`config.mk`:
```
export PLATFORM = sky130hd
export DESIGN_NAME = ghash_accumulator_unit_flat
export DESIGN_NICKNAME = d
export VERILOG_FILES = /design/src/hdl/ghash_pkg.sv /design/src/hdl/ghash_req_if.sv /design/src/hdl/ghash_rsp_if.sv /design/src/hdl/ghash_accumulator_unit.sv /design/src/hdl/ghash_ctrl.sv /design/src/hdl/ghash_dp.sv /design/src/flat_wrapper.sv
export SDC_FILE = /design/constraint.sdc
export NUM_CORES = 2
export LEC_CHECK = 0
export ABC_AREA = 1
export BUFFER_PORTS_ARGS = -buffer_cell sky130_fd_sc_hd__buf_2
export CAP_MARGIN = 20
export CORE_MARGIN = 2
export CORE_UTILIZATION = 58
export CTS_BUF_LIST = sky130_fd_sc_hd__clkbuf_4
export DETAILED_ROUTE_END_ITERATION = 8
export PLACE_DENSITY_LB_ADDON = 0.12
export SLEW_MARGIN = 20
export SYNTH_ARGS = -nofsm -noshare
export SYNTH_HDL_FRONTEND = slang
export SYNTH_SLANG_ARGS = --single-unit
```
`constraint.sdc`:
```
create_clock -name clk -period 8.84 [get_ports clk]
set_input_delay 0 -clock clk [delete_from_list [all_inputs] [get_ports clk]]
set_output_delay 0 -clock clk [all_outputs]
set_load 0.02 [all_outputs]
```
`src/hdl/ghash_pkg.sv`:
```
`timescale 1ns / 1ps
// ghash_pkg: shared types, codes and constants of the ghash accumulator
package ghash_pkg;

    localparam int BLOCK_W       = 128;
    localparam int HALF_W        = 64;
    localparam int COUNT_W       = 61;
    localparam int VBYTES_W      = 5;
    localparam int BITS_PER_STEP = 8;
    localparam int MUL_STEPS     = BLOCK_W / BITS_PER_STEP;
    localparam int STEP_CNT_W    = $clog2(MUL_STEPS);
    localparam int CFG_INDEX_W   = 1;
    localparam int BLOCK_BYTES   = BLOCK_W / 8;

    localparam logic [7:0] REDUCE_BYTE = 8'hE1;

    // request codes
    localparam logic [1:0] REQ_AAD    = 2'd0;
    localparam logic [1:0] REQ_DATA   = 2'd1;
    localparam logic [1:0] REQ_FINISH = 2'd2;

    // configuration register indexes
    localparam logic [CFG_INDEX_W-1:0] CFG_KEY_HI = 1'b0;
    localparam logic [CFG_INDEX_W-1:0] CFG_KEY_LO = 1'b1;

    localparam logic [COUNT_W-1:0] COUNT_MAX = {COUNT_W{1'b1}};

    typedef enum logic [1:0] {
        ST_IDLE,
        ST_MUL,
        ST_EMIT
    } ctrl_state_t;

    // commands from controller to datapath
    typedef struct packed {
        logic load;     // absorb the request into x, start a multiply
        logic finish;   // load the length block and clear the counters
        logic aad;      // byte count goes to the additional-data counter
        logic step;     // one multiply step of eight bits
        logic last;     // final step: product goes back to the accumulator
        logic emit;     // move the accumulator to the hash register, clear it
    } ghash_cmd_t;

endpackage

```
`src/hdl/ghash_req_if.sv`:
```
`timescale 1ns / 1ps
// ghash_req_if: request channel carrying one block or a finish
interface ghash_req_if;
    logic        valid;
    logic        ready;
    logic [1:0]  req_type;
    logic [63:0] block_hi;
    logic [63:0] block_lo;
    logic [4:0]  valid_bytes;

    modport source (output valid, output req_type, output block_hi, output block_lo,
                    output valid_bytes, input ready);
    modport sink   (input valid, input req_type, input block_hi, input block_lo,
                    input valid_bytes, output ready);
endinterface

```
`src/hdl/ghash_rsp_if.sv`:
```
`timescale 1ns / 1ps
// ghash_rsp_if: result channel carrying the final hash
interface ghash_rsp_if;
    logic        valid;
    logic        ready;
    logic [63:0] hash_hi;
    logic [63:0] hash_lo;

    modport source (output valid, output hash_hi, output hash_lo, input ready);
    modport sink   (input valid, input hash_hi, input hash_lo, output ready);
endinterface

```
`src/hdl/ghash_accumulator_unit.sv`:
```
`timescale 1ns / 1ps
// ghash_accumulator_unit: top level of the GHASH accumulator
//
//  channel | direction | handshake           | payload
//  --------+-----------+---------------------+--------------------------------------
//  req     | in        | valid / ready       | req_type, block_hi, block_lo, valid_bytes
//  rsp     | out       | valid / ready       | hash_hi, hash_lo
//  cfg     | in        | cfg_we, no wait     | cfg_index, cfg_wdata (key halves)
//
//  a block or finish is taken in one transfer, then multiplied: the
//  GF(2^128) multiplier handles eight bits of the accumulator per cycle and
//  the next block needs the finished product, so one item is in flight
//  a finish then moves the product into the result register
//  ignored requests (unused type, zero valid bytes) are accepted and dropped
//  reset clears key, accumulator, byte counters and the control state
//  a held result does not stop block transfers; only a second finish waits
//  for the result register to free up
module ghash_accumulator_unit (
    input  logic                               clk,
    input  logic                               rst_n,
    ghash_req_if.sink                          req,
    ghash_rsp_if.source                        rsp,
    input  logic                               cfg_we,
    input  logic [ghash_pkg::CFG_INDEX_W-1:0]  cfg_index,
    input  logic [ghash_pkg::HALF_W-1:0]       cfg_wdata
);
    import ghash_pkg::*;

    // command bundle from the sequencer to the datapath
    ghash_cmd_t cmd;

    // controller: decodes requests, counts multiply steps, owns rsp.valid
    ghash_ctrl u_ctrl (
        .clk         (clk),
        .rst_n       (rst_n),
        .in_valid    (req.valid),
        .in_ready    (req.ready),
        .req_type    (req.req_type),
        .valid_bytes (req.valid_bytes),
        .out_valid   (rsp.valid),
        .out_ready   (rsp.ready),
        .cmd         (cmd)
    );

    // datapath: padding, length block, counters, multiplier, result register
    ghash_dp u_dp (
        .clk         (clk),
        .rst_n       (rst_n),
        .cmd         (cmd),
        .block_hi    (req.block_hi),
        .block_lo    (req.block_lo),
        .valid_bytes (req.valid_bytes),
        .cfg_we      (cfg_we),
        .cfg_index   (cfg_index),
        .cfg_wdata   (cfg_wdata),
        .hash_hi     (rsp.hash_hi),
        .hash_lo     (rsp.hash_lo)
    );

endmodule

```
`src/hdl/ghash_ctrl.sv`:
```
`timescale 1ns / 1ps
// ghash_ctrl: request decode, multiply sequencing and result handshake
module ghash_ctrl (
    input  logic                            clk,
    input  logic                            rst_n,
    input  logic                            in_valid,
    output logic                            in_ready,
    input  logic [1:0]                      req_type,
    input  logic [ghash_pkg::VBYTES_W-1:0]  valid_bytes,
    output logic                            out_valid,
    input  logic                            out_ready,
    output ghash_pkg::ghash_cmd_t           cmd
);
    import ghash_pkg::*;

    localparam logic [STEP_CNT_W-1:0] LAST_STEP = STEP_CNT_W'(MUL_STEPS - 1);

    ctrl_state_t            state_reg, state_next;
    logic [STEP_CNT_W-1:0]  step_reg, step_next;
    logic                   fin_reg, fin_next;
    logic                   out_valid_reg, out_valid_next;
    logic                   accept;

    always_ff @(posedge clk or negedge rst_n)
    begin
        if (!rst_n)
        begin
            state_reg     <= ST_IDLE;
            step_reg      <= '0;
            fin_reg       <= 1'b0;
            out_valid_reg <= 1'b0;
        end
        else
        begin
            state_reg     <= state_next;
            step_reg      <= step_next;
            fin_reg       <= fin_next;
            out_valid_reg <= out_valid_next;
        end
    end

    assign in_ready  = (state_reg == ST_IDLE);
    assign accept    = in_valid && in_ready;
    assign out_valid = out_valid_reg;

    always_comb
    begin
        state_next = state_reg;
        step_next  = step_reg;
        fin_next   = fin_reg;
        cmd        = '0;
        case (state_reg)
            ST_IDLE:
            begin
                step_next = '0;
                if (accept)
                begin
                    if (req_type == REQ_FINISH)
                    begin
                        cmd.load   = 1'b1;
                        cmd.finish = 1'b1;
                        fin_next   = 1'b1;
                        state_next = ST_MUL;
                    end
                    else if ((req_type == REQ_AAD || req_type == REQ_DATA)
                             && valid_bytes != '0)
                    begin
                        cmd.load   = 1'b1;
                        cmd.aad    = (req_type == REQ_AAD);
                        fin_next   = 1'b0;
                        state_next = ST_MUL;
                    end
                end
            end
            ST_MUL:
            begin
                cmd.step  = 1'b1;
                step_next = step_reg + 1'b1;
                if (step_reg == LAST_STEP)
                begin
                    cmd.last   = 1'b1;
                    state_next = fin_reg ? ST_EMIT : ST_IDLE;
                end
            end
            ST_EMIT:
            begin
                if (!out_valid_reg || out_ready)
                begin
                    cmd.emit   = 1'b1;
                    state_next = ST_IDLE;
                end
            end
            default:
            begin
                state_next = ST_IDLE;
            end
        endcase
    end

    always_comb
    begin
        if (cmd.emit)
            out_valid_next = 1'b1;
        else if (out_ready)
            out_valid_next = 1'b0;
        else
            out_valid_next = out_valid_reg;
    end

endmodule

```
`src/hdl/ghash_dp.sv`:
```
`timescale 1ns / 1ps
// ghash_dp: key, accumulator, byte counters and the eight-bit-per-step multiplier
module ghash_dp (
    input  logic                               clk,
    input  logic                               rst_n,
    input  ghash_pkg::ghash_cmd_t              cmd,
    input  logic [ghash_pkg::HALF_W-1:0]       block_hi,
    input  logic [ghash_pkg::HALF_W-1:0]       block_lo,
    input  logic [ghash_pkg::VBYTES_W-1:0]     valid_bytes,
    input  logic                               cfg_we,
    input  logic [ghash_pkg::CFG_INDEX_W-1:0]  cfg_index,
    input  logic [ghash_pkg::HALF_W-1:0]       cfg_wdata,
    output logic [ghash_pkg::HALF_W-1:0]       hash_hi,
    output logic [ghash_pkg::HALF_W-1:0]       hash_lo
);
    import ghash_pkg::*;

    logic [HALF_W-1:0]   key_hi_reg, key_lo_reg;
    logic [BLOCK_W-1:0]  acc_reg;
    logic [COUNT_W-1:0]  aad_cnt_reg, data_cnt_reg;
    logic [BLOCK_W-1:0]  x_reg, z_reg, v_reg;
    logic [BLOCK_W-1:0]  z_next, v_next;
    logic [BLOCK_W-1:0]  hash_reg;

    logic [VBYTES_W-1:0] nbytes;
    logic [7:0]          mask_shift;
    logic [BLOCK_W-1:0]  byte_mask, padded, len_block, absorb;
    logic [COUNT_W-1:0]  cnt_sel;
    logic [COUNT_W:0]    cnt_sum;
    logic [COUNT_W-1:0]  cnt_sat;

    // clamp to a full block, then keep the leading bytes
    assign nbytes     = (valid_bytes > VBYTES_W'(BLOCK_BYTES))
                        ? VBYTES_W'(BLOCK_BYTES) : valid_bytes;
    assign mask_shift = {nbytes, 3'b000};
    assign byte_mask  = ~({BLOCK_W{1'b1}} >> mask_shift);
    assign padded     = {block_hi, block_lo} & byte_mask;
    assign len_block  = {aad_cnt_reg, 3'b000, data_cnt_reg, 3'b000};
    assign absorb     = acc_reg ^ (cmd.finish ? len_block : padded);

    // saturating byte count
    assign cnt_sel = cmd.aad ? aad_cnt_reg : data_cnt_reg;
    assign cnt_sum = {1'b0, cnt_sel} + (COUNT_W + 1)'(nbytes);
    assign cnt_sat = (cnt_sum > {1'b0, COUNT_MAX}) ? COUNT_MAX : cnt_sum[COUNT_W-1:0];

    // eight bits of x, most significant first, against the shifting key
    always_comb
    begin
        logic [BLOCK_W-1:0] z_t;
        logic [BLOCK_W-1:0] v_t;
        logic               lsb;
        z_t = z_reg;
        v_t = v_reg;
        for (int i = 0; i < BITS_PER_STEP; i++)
        begin
            if (x_reg[BLOCK_W-1-i])
                z_t = z_t ^ v_t;
            lsb = v_t[0];
            v_t = v_t >> 1;
            if (lsb)
                v_t[BLOCK_W-1 -: 8] = v_t[BLOCK_W-1 -: 8] ^ REDUCE_BYTE;
        end
        z_next = z_t;
        v_next = v_t;
    end

    always_ff @(posedge clk or negedge rst_n)
    begin
        if (!rst_n)
        begin
            key_hi_reg   <= '0;
            key_lo_reg   <= '0;
            acc_reg      <= '0;
            aad_cnt_reg  <= '0;
            data_cnt_reg <= '0;
        end
        else
        begin
            if (cfg_we && cfg_index == CFG_KEY_HI)
                key_hi_reg <= cfg_wdata;
            if (cfg_we && cfg_index == CFG_KEY_LO)
                key_lo_reg <= cfg_wdata;

            if (cmd.load)
            begin
                if (cmd.finish)
                begin
                    aad_cnt_reg  <= '0;
                    data_cnt_reg <= '0;
                end
                else if (cmd.aad)
                    aad_cnt_reg <= cnt_sat;
                else
                    data_cnt_reg <= cnt_sat;
            end

            if (cmd.last)
                acc_reg <= z_next;
            else if (cmd.emit)
                acc_reg <= '0;
        end
    end

    always_ff @(posedge clk)
    begin
        if (cmd.load)
        begin
            x_reg <= absorb;
            z_reg <= '0;
            v_reg <= {key_hi_reg, key_lo_reg};
        end
        else if (cmd.step)
        begin
            x_reg <= x_reg << BITS_PER_STEP;
            z_reg <= z_next;
            v_reg <= v_next;
        end
        if (cmd.emit)
            hash_reg <= acc_reg;
    end

    assign hash_hi = hash_reg[BLOCK_W-1:HALF_W];
    assign hash_lo = hash_reg[HALF_W-1:0];

endmodule

```
`src/flat_wrapper.sv`:
```
// flat-port wrapper written by rule: the top's interface ports become plain ports
module ghash_accumulator_unit_flat import ghash_pkg::*;
  (clk, rst_n, cfg_we, cfg_index, cfg_wdata, req_valid, req_req_type, req_block_hi, req_block_lo, req_valid_bytes, req_ready, rsp_valid, rsp_hash_hi, rsp_hash_lo, rsp_ready);
  ghash_req_if req_i ();
  ghash_rsp_if rsp_i ();
  input  logic clk;
  input  logic rst_n;
  input  logic cfg_we;
  input  logic [ghash_pkg::CFG_INDEX_W-1:0] cfg_index;
  input  logic [ghash_pkg::HALF_W-1:0] cfg_wdata;
  input wire logic [$bits(req_i.valid)-1:0] req_valid;
  input wire logic [$bits(req_i.req_type)-1:0] req_req_type;
  input wire logic [$bits(req_i.block_hi)-1:0] req_block_hi;
  input wire logic [$bits(req_i.block_lo)-1:0] req_block_lo;
  input wire logic [$bits(req_i.valid_bytes)-1:0] req_valid_bytes;
  output wire logic [$bits(req_i.ready)-1:0] req_ready;
  output wire logic [$bits(rsp_i.valid)-1:0] rsp_valid;
  output wire logic [$bits(rsp_i.hash_hi)-1:0] rsp_hash_hi;
  output wire logic [$bits(rsp_i.hash_lo)-1:0] rsp_hash_lo;
  input wire logic [$bits(rsp_i.ready)-1:0] rsp_ready;
  assign req_i.valid = req_valid;
  assign req_i.req_type = req_req_type;
  assign req_i.block_hi = req_block_hi;
  assign req_i.block_lo = req_block_lo;
  assign req_i.valid_bytes = req_valid_bytes;
  assign req_ready = req_i.ready;
  assign rsp_valid = rsp_i.valid;
  assign rsp_hash_hi = rsp_i.hash_hi;
  assign rsp_hash_lo = rsp_i.hash_lo;
  assign rsp_i.ready = rsp_ready;
  ghash_accumulator_unit u_core (.clk(clk), .rst_n(rst_n), .req(req_i), .rsp(rsp_i), .cfg_we(cfg_we), .cfg_index(cfg_index), .cfg_wdata(cfg_wdata));
endmodule
```
# --- Word-level counts from Yosys, hierarchy flattened ---
# Cells that the tools add are included.
op_classes:
  n_addsub: 2
  order_cmp: 2
  eq_ne: 10
  shifts: 1
  n_mux: 53
  bitwise_logic: 20
  n_reduce_logical: 20
op_table:
  columns: ["cell", "n"]
  rows:
  - ["128-bit 2-to-1 mux", 15]
  - ["128-bit bitwise XOR", 9]
  - ["61-bit 2-to-1 mux", 6]
  - ["128-bit AND", 1]
  - ["128-bit inverter", 1]
  - ["128-bit by 8-bit right shift with 128-bit output (first input constant)", 1]
  - ["8-bit 2-to-1 mux", 8]
  - ["61-bit by 5-bit adder with 62-bit output", 1]
  - ["62-bit by 61-bit greater-than comparator with 1-bit output (second input constant)", 1]
  - ["3-bit inverter with 4-bit output", 8]
  - ["2-bit 2-to-1 mux", 7]
  - ["1-bit 2-to-1 mux", 12]
  - ["2-bit nonzero test", 6]
  - ["4-bit one-hot mux with 2 select lines", 1]
  - ["3-bit 2-to-1 mux", 2]
  - ["2-bit one-hot mux with 3 select lines", 1]
  - ["5-bit greater-than comparator (second input constant)", 1]
  - ["5-bit 2-to-1 mux", 1]
  - ["5-bit nonzero test", 1]
  - ["4-bit by 1-bit adder with 4-bit output (second input constant)", 1]
  - ["2-bit by 1-bit == test with 1-bit output (second input constant)", 2]
  - ["2-bit == test (second input constant)", 2]
  - ["4-bit == test (second input constant)", 1]
  - ["1-bit logical AND", 4]
  - ["10 further kinds", 15]
totals:
  reg_bits: 898
  in_bits: 205
  out_inout_bits: 130
  word_cells: 121

# --- Logic depth before layout (Yosys ltp) ---
logic_depth:
  word_depth: 18
  depth_mapped: 26
  mapped_depth_nobuf: 22

# --- Hierarchy ---
# A second synthesis with hierarchy kept.
unflattened:
  cells_unflattened: 6721
  area_unflattened_um2: 53598.9
modules_own_cells:
  columns: ["module", "instances", "cells_each", "area_each_um2", "seq_area_each_um2"]
  rows:
  - ["ghash_dp", 1, 6659, 53112.2, 23552.6]
  - ["ghash_ctrl", 1, 62, 486.7, 200.2]

# --- Least setup slack after synthesis ---
# OpenSTA, ideal clock, no wires.
synth_timing:
  kind: "register to register"
  from: "register u_core.u_ctrl.state_reg[1]"
  to: "register u_core.u_dp.z_reg[116]"
  setup_time_ps: 130
  t_arrival_ps: 8517
  t_required_ps: 8710
  setup_slack_ps: 193
  stages_incl_launch_ff: 12
  n_path_buf: 3
  synth_period_minus_slack_ps: 8647
  cell_sequence: "dfrtp_1 > inv_2 > nand2_2 > inv_1 > nand4_1 > clkbuf_1 > nand2_1 > clkinv_1 > clkbuf_1 > clkbuf_1 > nand2_1 > o21ai_0"
synth_via:
  elab_chain_len: 4
  word_cells_on_any_way: 6
  classes_between: "1 x eq/ne; 3 x mux; 2 x reduce/logical"
synth_lines:
  columns: ["element", "line_no", "source"]
  rows:
  - ["start: declaration", "ghash_ctrl.sv:18", "ctrl_state_t state_reg, state_next;"]
  - ["start signal: assignment", "ghash_ctrl.sv:35", "state_reg <= state_next;"]
  - ["2-bit zero test (*)", "ghash_ctrl.sv:42", "assign in_ready = (state_reg == ST_IDLE);"]
  - ["net req_ready", "flat_wrapper.sv:16", "output wire logic [$bits(req_i.ready)-1:0] req_ready;"]
  - ["1-bit logical AND", "ghash_ctrl.sv:43", "assign accept = in_valid && in_ready;"]
  - ["3-bit 2-to-1 mux", "ghash_ctrl.sv:56", "if (accept)"]
  - ["3-bit 2-to-1 mux (*)", "ghash_ctrl.sv:52", "case (state_reg)"]
  - ["end signal: assignment", "ghash_dp.sv:115", "z_reg <= z_next;"]
  - ["end: declaration", "ghash_dp.sv:21", "logic [BLOCK_W-1:0] x_reg, z_reg, v_reg;"]
# Mark *: on every way through the listed nets, which the timed path passes. The rest lies on a longest branch.
# A chain may end at the register's enable or synchronous reset.

# --- Worst setup path in the final report ---
layout_timing:
  from: "register u_core.u_ctrl.state_reg[1]"
  to: "register u_core.u_dp.aad_cnt_reg[49]"
layout_via:
  elab_chain_len: 10
  word_cells_on_any_way: 12
  classes_between: "1 x add/sub; 1 x order compare; 6 x mux; 4 x reduce/logical"
layout_lines:
  columns: ["element", "line_no", "source"]
  rows:
  - ["2-bit zero test (*)", "ghash_ctrl.sv:42, ghash_ctrl.sv:52", null]
  - ["1-bit logical AND", "ghash_ctrl.sv:43", null]
  - ["3-bit 2-to-1 mux", "ghash_ctrl.sv:56", null]
  - ["3-bit 2-to-1 mux (*)", "ghash_ctrl.sv:52", null]
  - ["61-bit 2-to-1 mux", "ghash_dp.sv:42", "assign cnt_sel = cmd.aad ? aad_cnt_reg : data_cnt_reg;"]
  - ["61-bit by 5-bit adder with 62-bit output", "ghash_dp.sv:43", "assign cnt_sum = {1'b0, cnt_sel} + (COUNT_W + 1)'(nbytes);"]
  - ["62-bit by 61-bit greater-than comparator with 1-bit output", "ghash_dp.sv:44", "assign cnt_sat = (cnt_sum > {1'b0, COUNT_MAX}) ? COUNT_MAX : cnt_sum[COUNT_W-1:0];"]
  - ["61-bit 2-to-1 mux", "ghash_dp.sv:44", null]
  - ["61-bit 2-to-1 mux", "ghash_dp.sv:91", "else if (cmd.aad)"]
  - ["61-bit 2-to-1 mux", "ghash_dp.sv:86", "if (cmd.finish)"]
  - ["end signal: assignment", "ghash_dp.sv:92", "aad_cnt_reg <= cnt_sat;"]
  - ["end: declaration", "ghash_dp.sv:20", "logic [COUNT_W-1:0] aad_cnt_reg, data_cnt_reg;"]
# Every way passes the cells marked *; elsewhere a longest branch is shown, timed or not. The select of a mux whose other input is x is not followed.

==> implementation parameters <==
Parameter                              Value

Hold path
  Classification of the worst-slack hold path    in2reg
  Worst hold path stage count    6
  Worst min-delay path endpoint    u_core.u_dp.x_reg[89]
  Hold wc startpoint    req_block_hi[25]

Timing
  Final slew viol count    0
  Number of hold violations in the final report    0
  Headroom to the max-slew limit    22.8%
  Actual slew at the worst max-slew pin    1160 ps
  Setup clock skew after layout    102 ps
  Maximum clock frequency    200 MHz
  Unrepaired setup endpoints after global routing    no
  Setup_tns    0 ps
  Setup slack after layout    3830 ps
  Setup violation total in the final timing report    0
  Final clock period utilization by the worst path    56.7%
  Clock period minus final worst setup slack    5010 ps

Drt
  Detailed-route wire length per cell    23.5 um
  Post-Route WL    203 mm
  Post-DR vias/cell    5.75
  Number of search-and-repair iterations in the first detailed-routing pass    6
  Iter 0 DRT Violations    6227
  DRC violation count after routing    0
  Count of vias placed by the detailed router    49600
  Number of nets still failing antenna checks after routing    0

Logic synthesis
  Synthesized instance count    6708
  Post-synth top flop    sky130_fd_sc_hd__dfrtp_1
  Synth area leaders    sky130_fd_sc_hd__edfxtp_1, sky130_fd_sc_hd__dfrtp_1, sky130_fd_sc_hd__nand2_1, sky130_fd_sc_hd__xor2_1, sky130_fd_sc_hd__xnor2_1
  Synth unique cells    43
  Share of Yosys cell area claimed by the top area cell type    21.5%
  Mean cell area of the mapped netlist    7.99 um2
  Asr flop ratio synth    43.0%
  Part of the Yosys area used for sequential elements    44.3%
  Synth area leader    sky130_fd_sc_hd__edfxtp_1
  Total of flip-flops plus latches after synthesis    898
  Synthesis Warnings    0
  EDFF count, synth    384
  Post-synth design cell area    53600 um2
  Syn Nets    6920

Final layout
  Final Non-Filler Cells    8631
  Layout cell share with drive strength beyond 1    11.5%
  Top library cells by usage in the layout, fill and taps aside    sky130_fd_sc_hd__nand2_1, sky130_fd_sc_hd__xor2_1, sky130_fd_sc_hd__o21ai_0
  Leading cell type in the layout, fill and taps excluded    sky130_fd_sc_hd__nand2_1
  # nets final    7441
  Area delta synth->final    16.5%
  Fillers    7551

Clock network
  Clock-pin slew reported for the worst setup and hold paths after clock tree synthesis    70 ps
  Clock tree from TritonCTS    built
  Quantity of gates resized following cts    0
  Root buffer cell    sky130_fd_sc_hd__clkbuf_4
  Clock network latency to the later pin of the worst-skew pair    1190 ps
  CTS buffer count    233
  Number of sinks handled by clock tree synthesis    898
  Clock Path Buffers    3
  Setup Buffers After CTS    0
  Maximum level of the CTS H-tree    4

Setup path
  RR Startpoint    u_core.u_ctrl.state_reg[1]
  Cell mode on critical path    sky130_fd_sc_hd__nand2_1
  R2r worst-path depth    20
  Worst Path Max Fanout    63
  FF-to-FF setup slack    3830 ps
  CP Data Required Time    9900 ps
  Critical Path Source Type    flip-flop
  Arrival time of the worst setup path    6070 ps
  Reg2reg end    u_core.u_dp.aad_cnt_reg[49]
  Cells traversed along the worst timing path    inv_2 > nand2_2 > nor2_8 > buf_4 > nand3_4 > nand2_1 > o21ai_0 > ha_1 > nand2_1 > a21oi_1 > nor2_1 > nor2_1 > nand2_1 > nor2_2 > nand3_1 > nor2_2 > nand2_4 > nand3_1 > nand3_1 > nand2_1
  Crit-path max cell delay    670 ps
  Kind of end point of the critical path    flip-flop
  Class of the most critical setup path    reg2reg
  Worst-path cell with the longest stage delay    sky130_fd_sc_hd__buf_4

Place
  Placement Setup Slack    4050 ps
  Placed cell count    7814
  DPL Wire Length    134 mm
  Number of buffer cells added on primary ports    334
  Global placer's final weighted congestion    1.01

Global routing
  Initial antenna violation count    13
  Via count of the first global-routing pass    46854
  Global-route wire length before repair    297 mm
  Grt ovf    0
  Largest net degree at the start of global routing    216
  Total GRT Usage    42.2%

Die
  Die outline area    94800 um2
  Die width    308 um
  Number of placed I/O pins    335
  Area of the core region    91700 um2
  Chip height    308 um
  Site Rows    111
  Initial Util    58.4%

Outcome
  Result of the run    finished clean

Job
  Number of maximum-capacitance constraint violations    0
[routing by layer]
| metal | GRT usage (%) | vias to the layer above | share of wire, % | wire (um) |
|---|---|---|---|---|
| met5 | 0 | - | 0.017 | 34 |
| met3 | 8.90 | 568 | 11 | 21400 |
| met2 | 63.7 | 3055 | 44 | 89400 |
| met1 | 56.9 | 23684 | 39 | 79700 |
| met4 | 23.3 | 4 | 6.0 | 12200 |
| li1 | - | 22289 | - | - |
[metrics by stage]
step           area (um2)  util [%]  hold WS [ps]
2_1_floorplan       53600         -          -296
3_3_place_gp        55400      60.5          19.4
3_5_place_dp        55400      60.5          19.5
4_1_cts             62400      68.0          6.72
5_1_grt             62400      68.1          58.0
6_report            62400      68.1          82.7
[kinds of logic (layout without fill, tap and decap cells)]
group,count (synthesis),after routing,share of synthesized area (%)
AND/OR/NAND/NOR,2961,2961,22.0
AO/OA/AOI/OAI,718,718,7.46
adder cells (fa/ha/maj),7,7,0.178
other,0,6,0
XOR/XNOR,1179,1179,19.3
flip-flops,898,898,44.3
buffers and inverters,945,1676,6.75
[worst max-delay path by stage]
| stage | slack, ps | cells past startpoint | from | to |
|---|---|---|---|---|
| 2_1_floorplan | 190 | 11 | u_core.u_ctrl.state_reg[1] | u_core.u_dp.z_reg[116] |
| 3_3_place_gp | 4110 | 20 | u_core.u_ctrl.state_reg[1] | u_core.u_dp.data_cnt_reg[17] |
| 3_5_place_dp | 4050 | 20 | u_core.u_ctrl.state_reg[1] | u_core.u_dp.aad_cnt_reg[41] |
| 4_1_cts | 3960 | 20 | u_core.u_ctrl.state_reg[1] | u_core.u_dp.aad_cnt_reg[49] |
| 5_1_grt | 3390 | 20 | u_core.u_ctrl.state_reg[1] | u_core.u_dp.aad_cnt_reg[37] |
| 6_report | 3830 | 20 | u_core.u_ctrl.state_reg[1] | u_core.u_dp.aad_cnt_reg[49] |
[cell usage after synthesis, types with 2 or more instances]
library cell and count:
sky130_fd_sc_hd__buf_6 5, sky130_fd_sc_hd__a21oi_2 18, sky130_fd_sc_hd__ha_1 6, sky130_fd_sc_hd__nand4_1 74, sky130_fd_sc_hd__clkbuf_1 322, sky130_fd_sc_hd__o22ai_1 82
sky130_fd_sc_hd__inv_2 6, sky130_fd_sc_hd__buf_1 118, sky130_fd_sc_hd__nor2_1 215, sky130_fd_sc_hd__a22o_1 53, sky130_fd_sc_hd__nand2_2 3, sky130_fd_sc_hd__nand3_1 243
sky130_fd_sc_hd__a21oi_1 15, sky130_fd_sc_hd__dfrtp_1 386, sky130_fd_sc_hd__dfxtp_1 128, sky130_fd_sc_hd__edfxtp_1 384, sky130_fd_sc_hd__or2_2 11, sky130_fd_sc_hd__o21bai_1 2
sky130_fd_sc_hd__nor2_2 7, sky130_fd_sc_hd__nand3b_1 12, sky130_fd_sc_hd__a32o_1 5, sky130_fd_sc_hd__inv_1 471, sky130_fd_sc_hd__xnor2_1 515, sky130_fd_sc_hd__buf_2 21
sky130_fd_sc_hd__o21ai_1 15, sky130_fd_sc_hd__nor2_4 2, sky130_fd_sc_hd__o21ai_0 525, sky130_fd_sc_hd__xor2_1 663, sky130_fd_sc_hd__nand2_1 2382, sky130_fd_sc_hd__nor3_1 5
sky130_fd_sc_hd__and2_1 2
[cell type report]
type / count / area [um2] / share of cell area, %
multi-input combinational: 4865 / 26300 / 42.1
sequential: 898 / 23800 / 38.1
timing repair buffer: 753 / 5810 / 9.31
clock buffer: 383 / 2880 / 4.61
inverter: 478 / 1800 / 2.89
tap: 1186 / 1480 / 2.38
clock inverter: 62 / 383 / 0.614
antenna: 6 / 15.0 / 0.0241
[critical path: cells and delay by family (launching register included)]
family	cells	cell delay, ps
AOI/OAI and AO/OA	2	220
buffers and inverters	2	780
adders and majority gates	1	420
DFF	1	420
and+or+nand+nor	15	3020
[what timing repair did]
action / 4_1_cts / 5_1_grt
hold buffers: 366 / 0
hold endpoints to repair: 578 / 0
endpoints found under the setup margin: 0 / 0
Power is not shown: default switching activity piles up to over one toggle a cycle in this logic, so the estimate is an artifact.
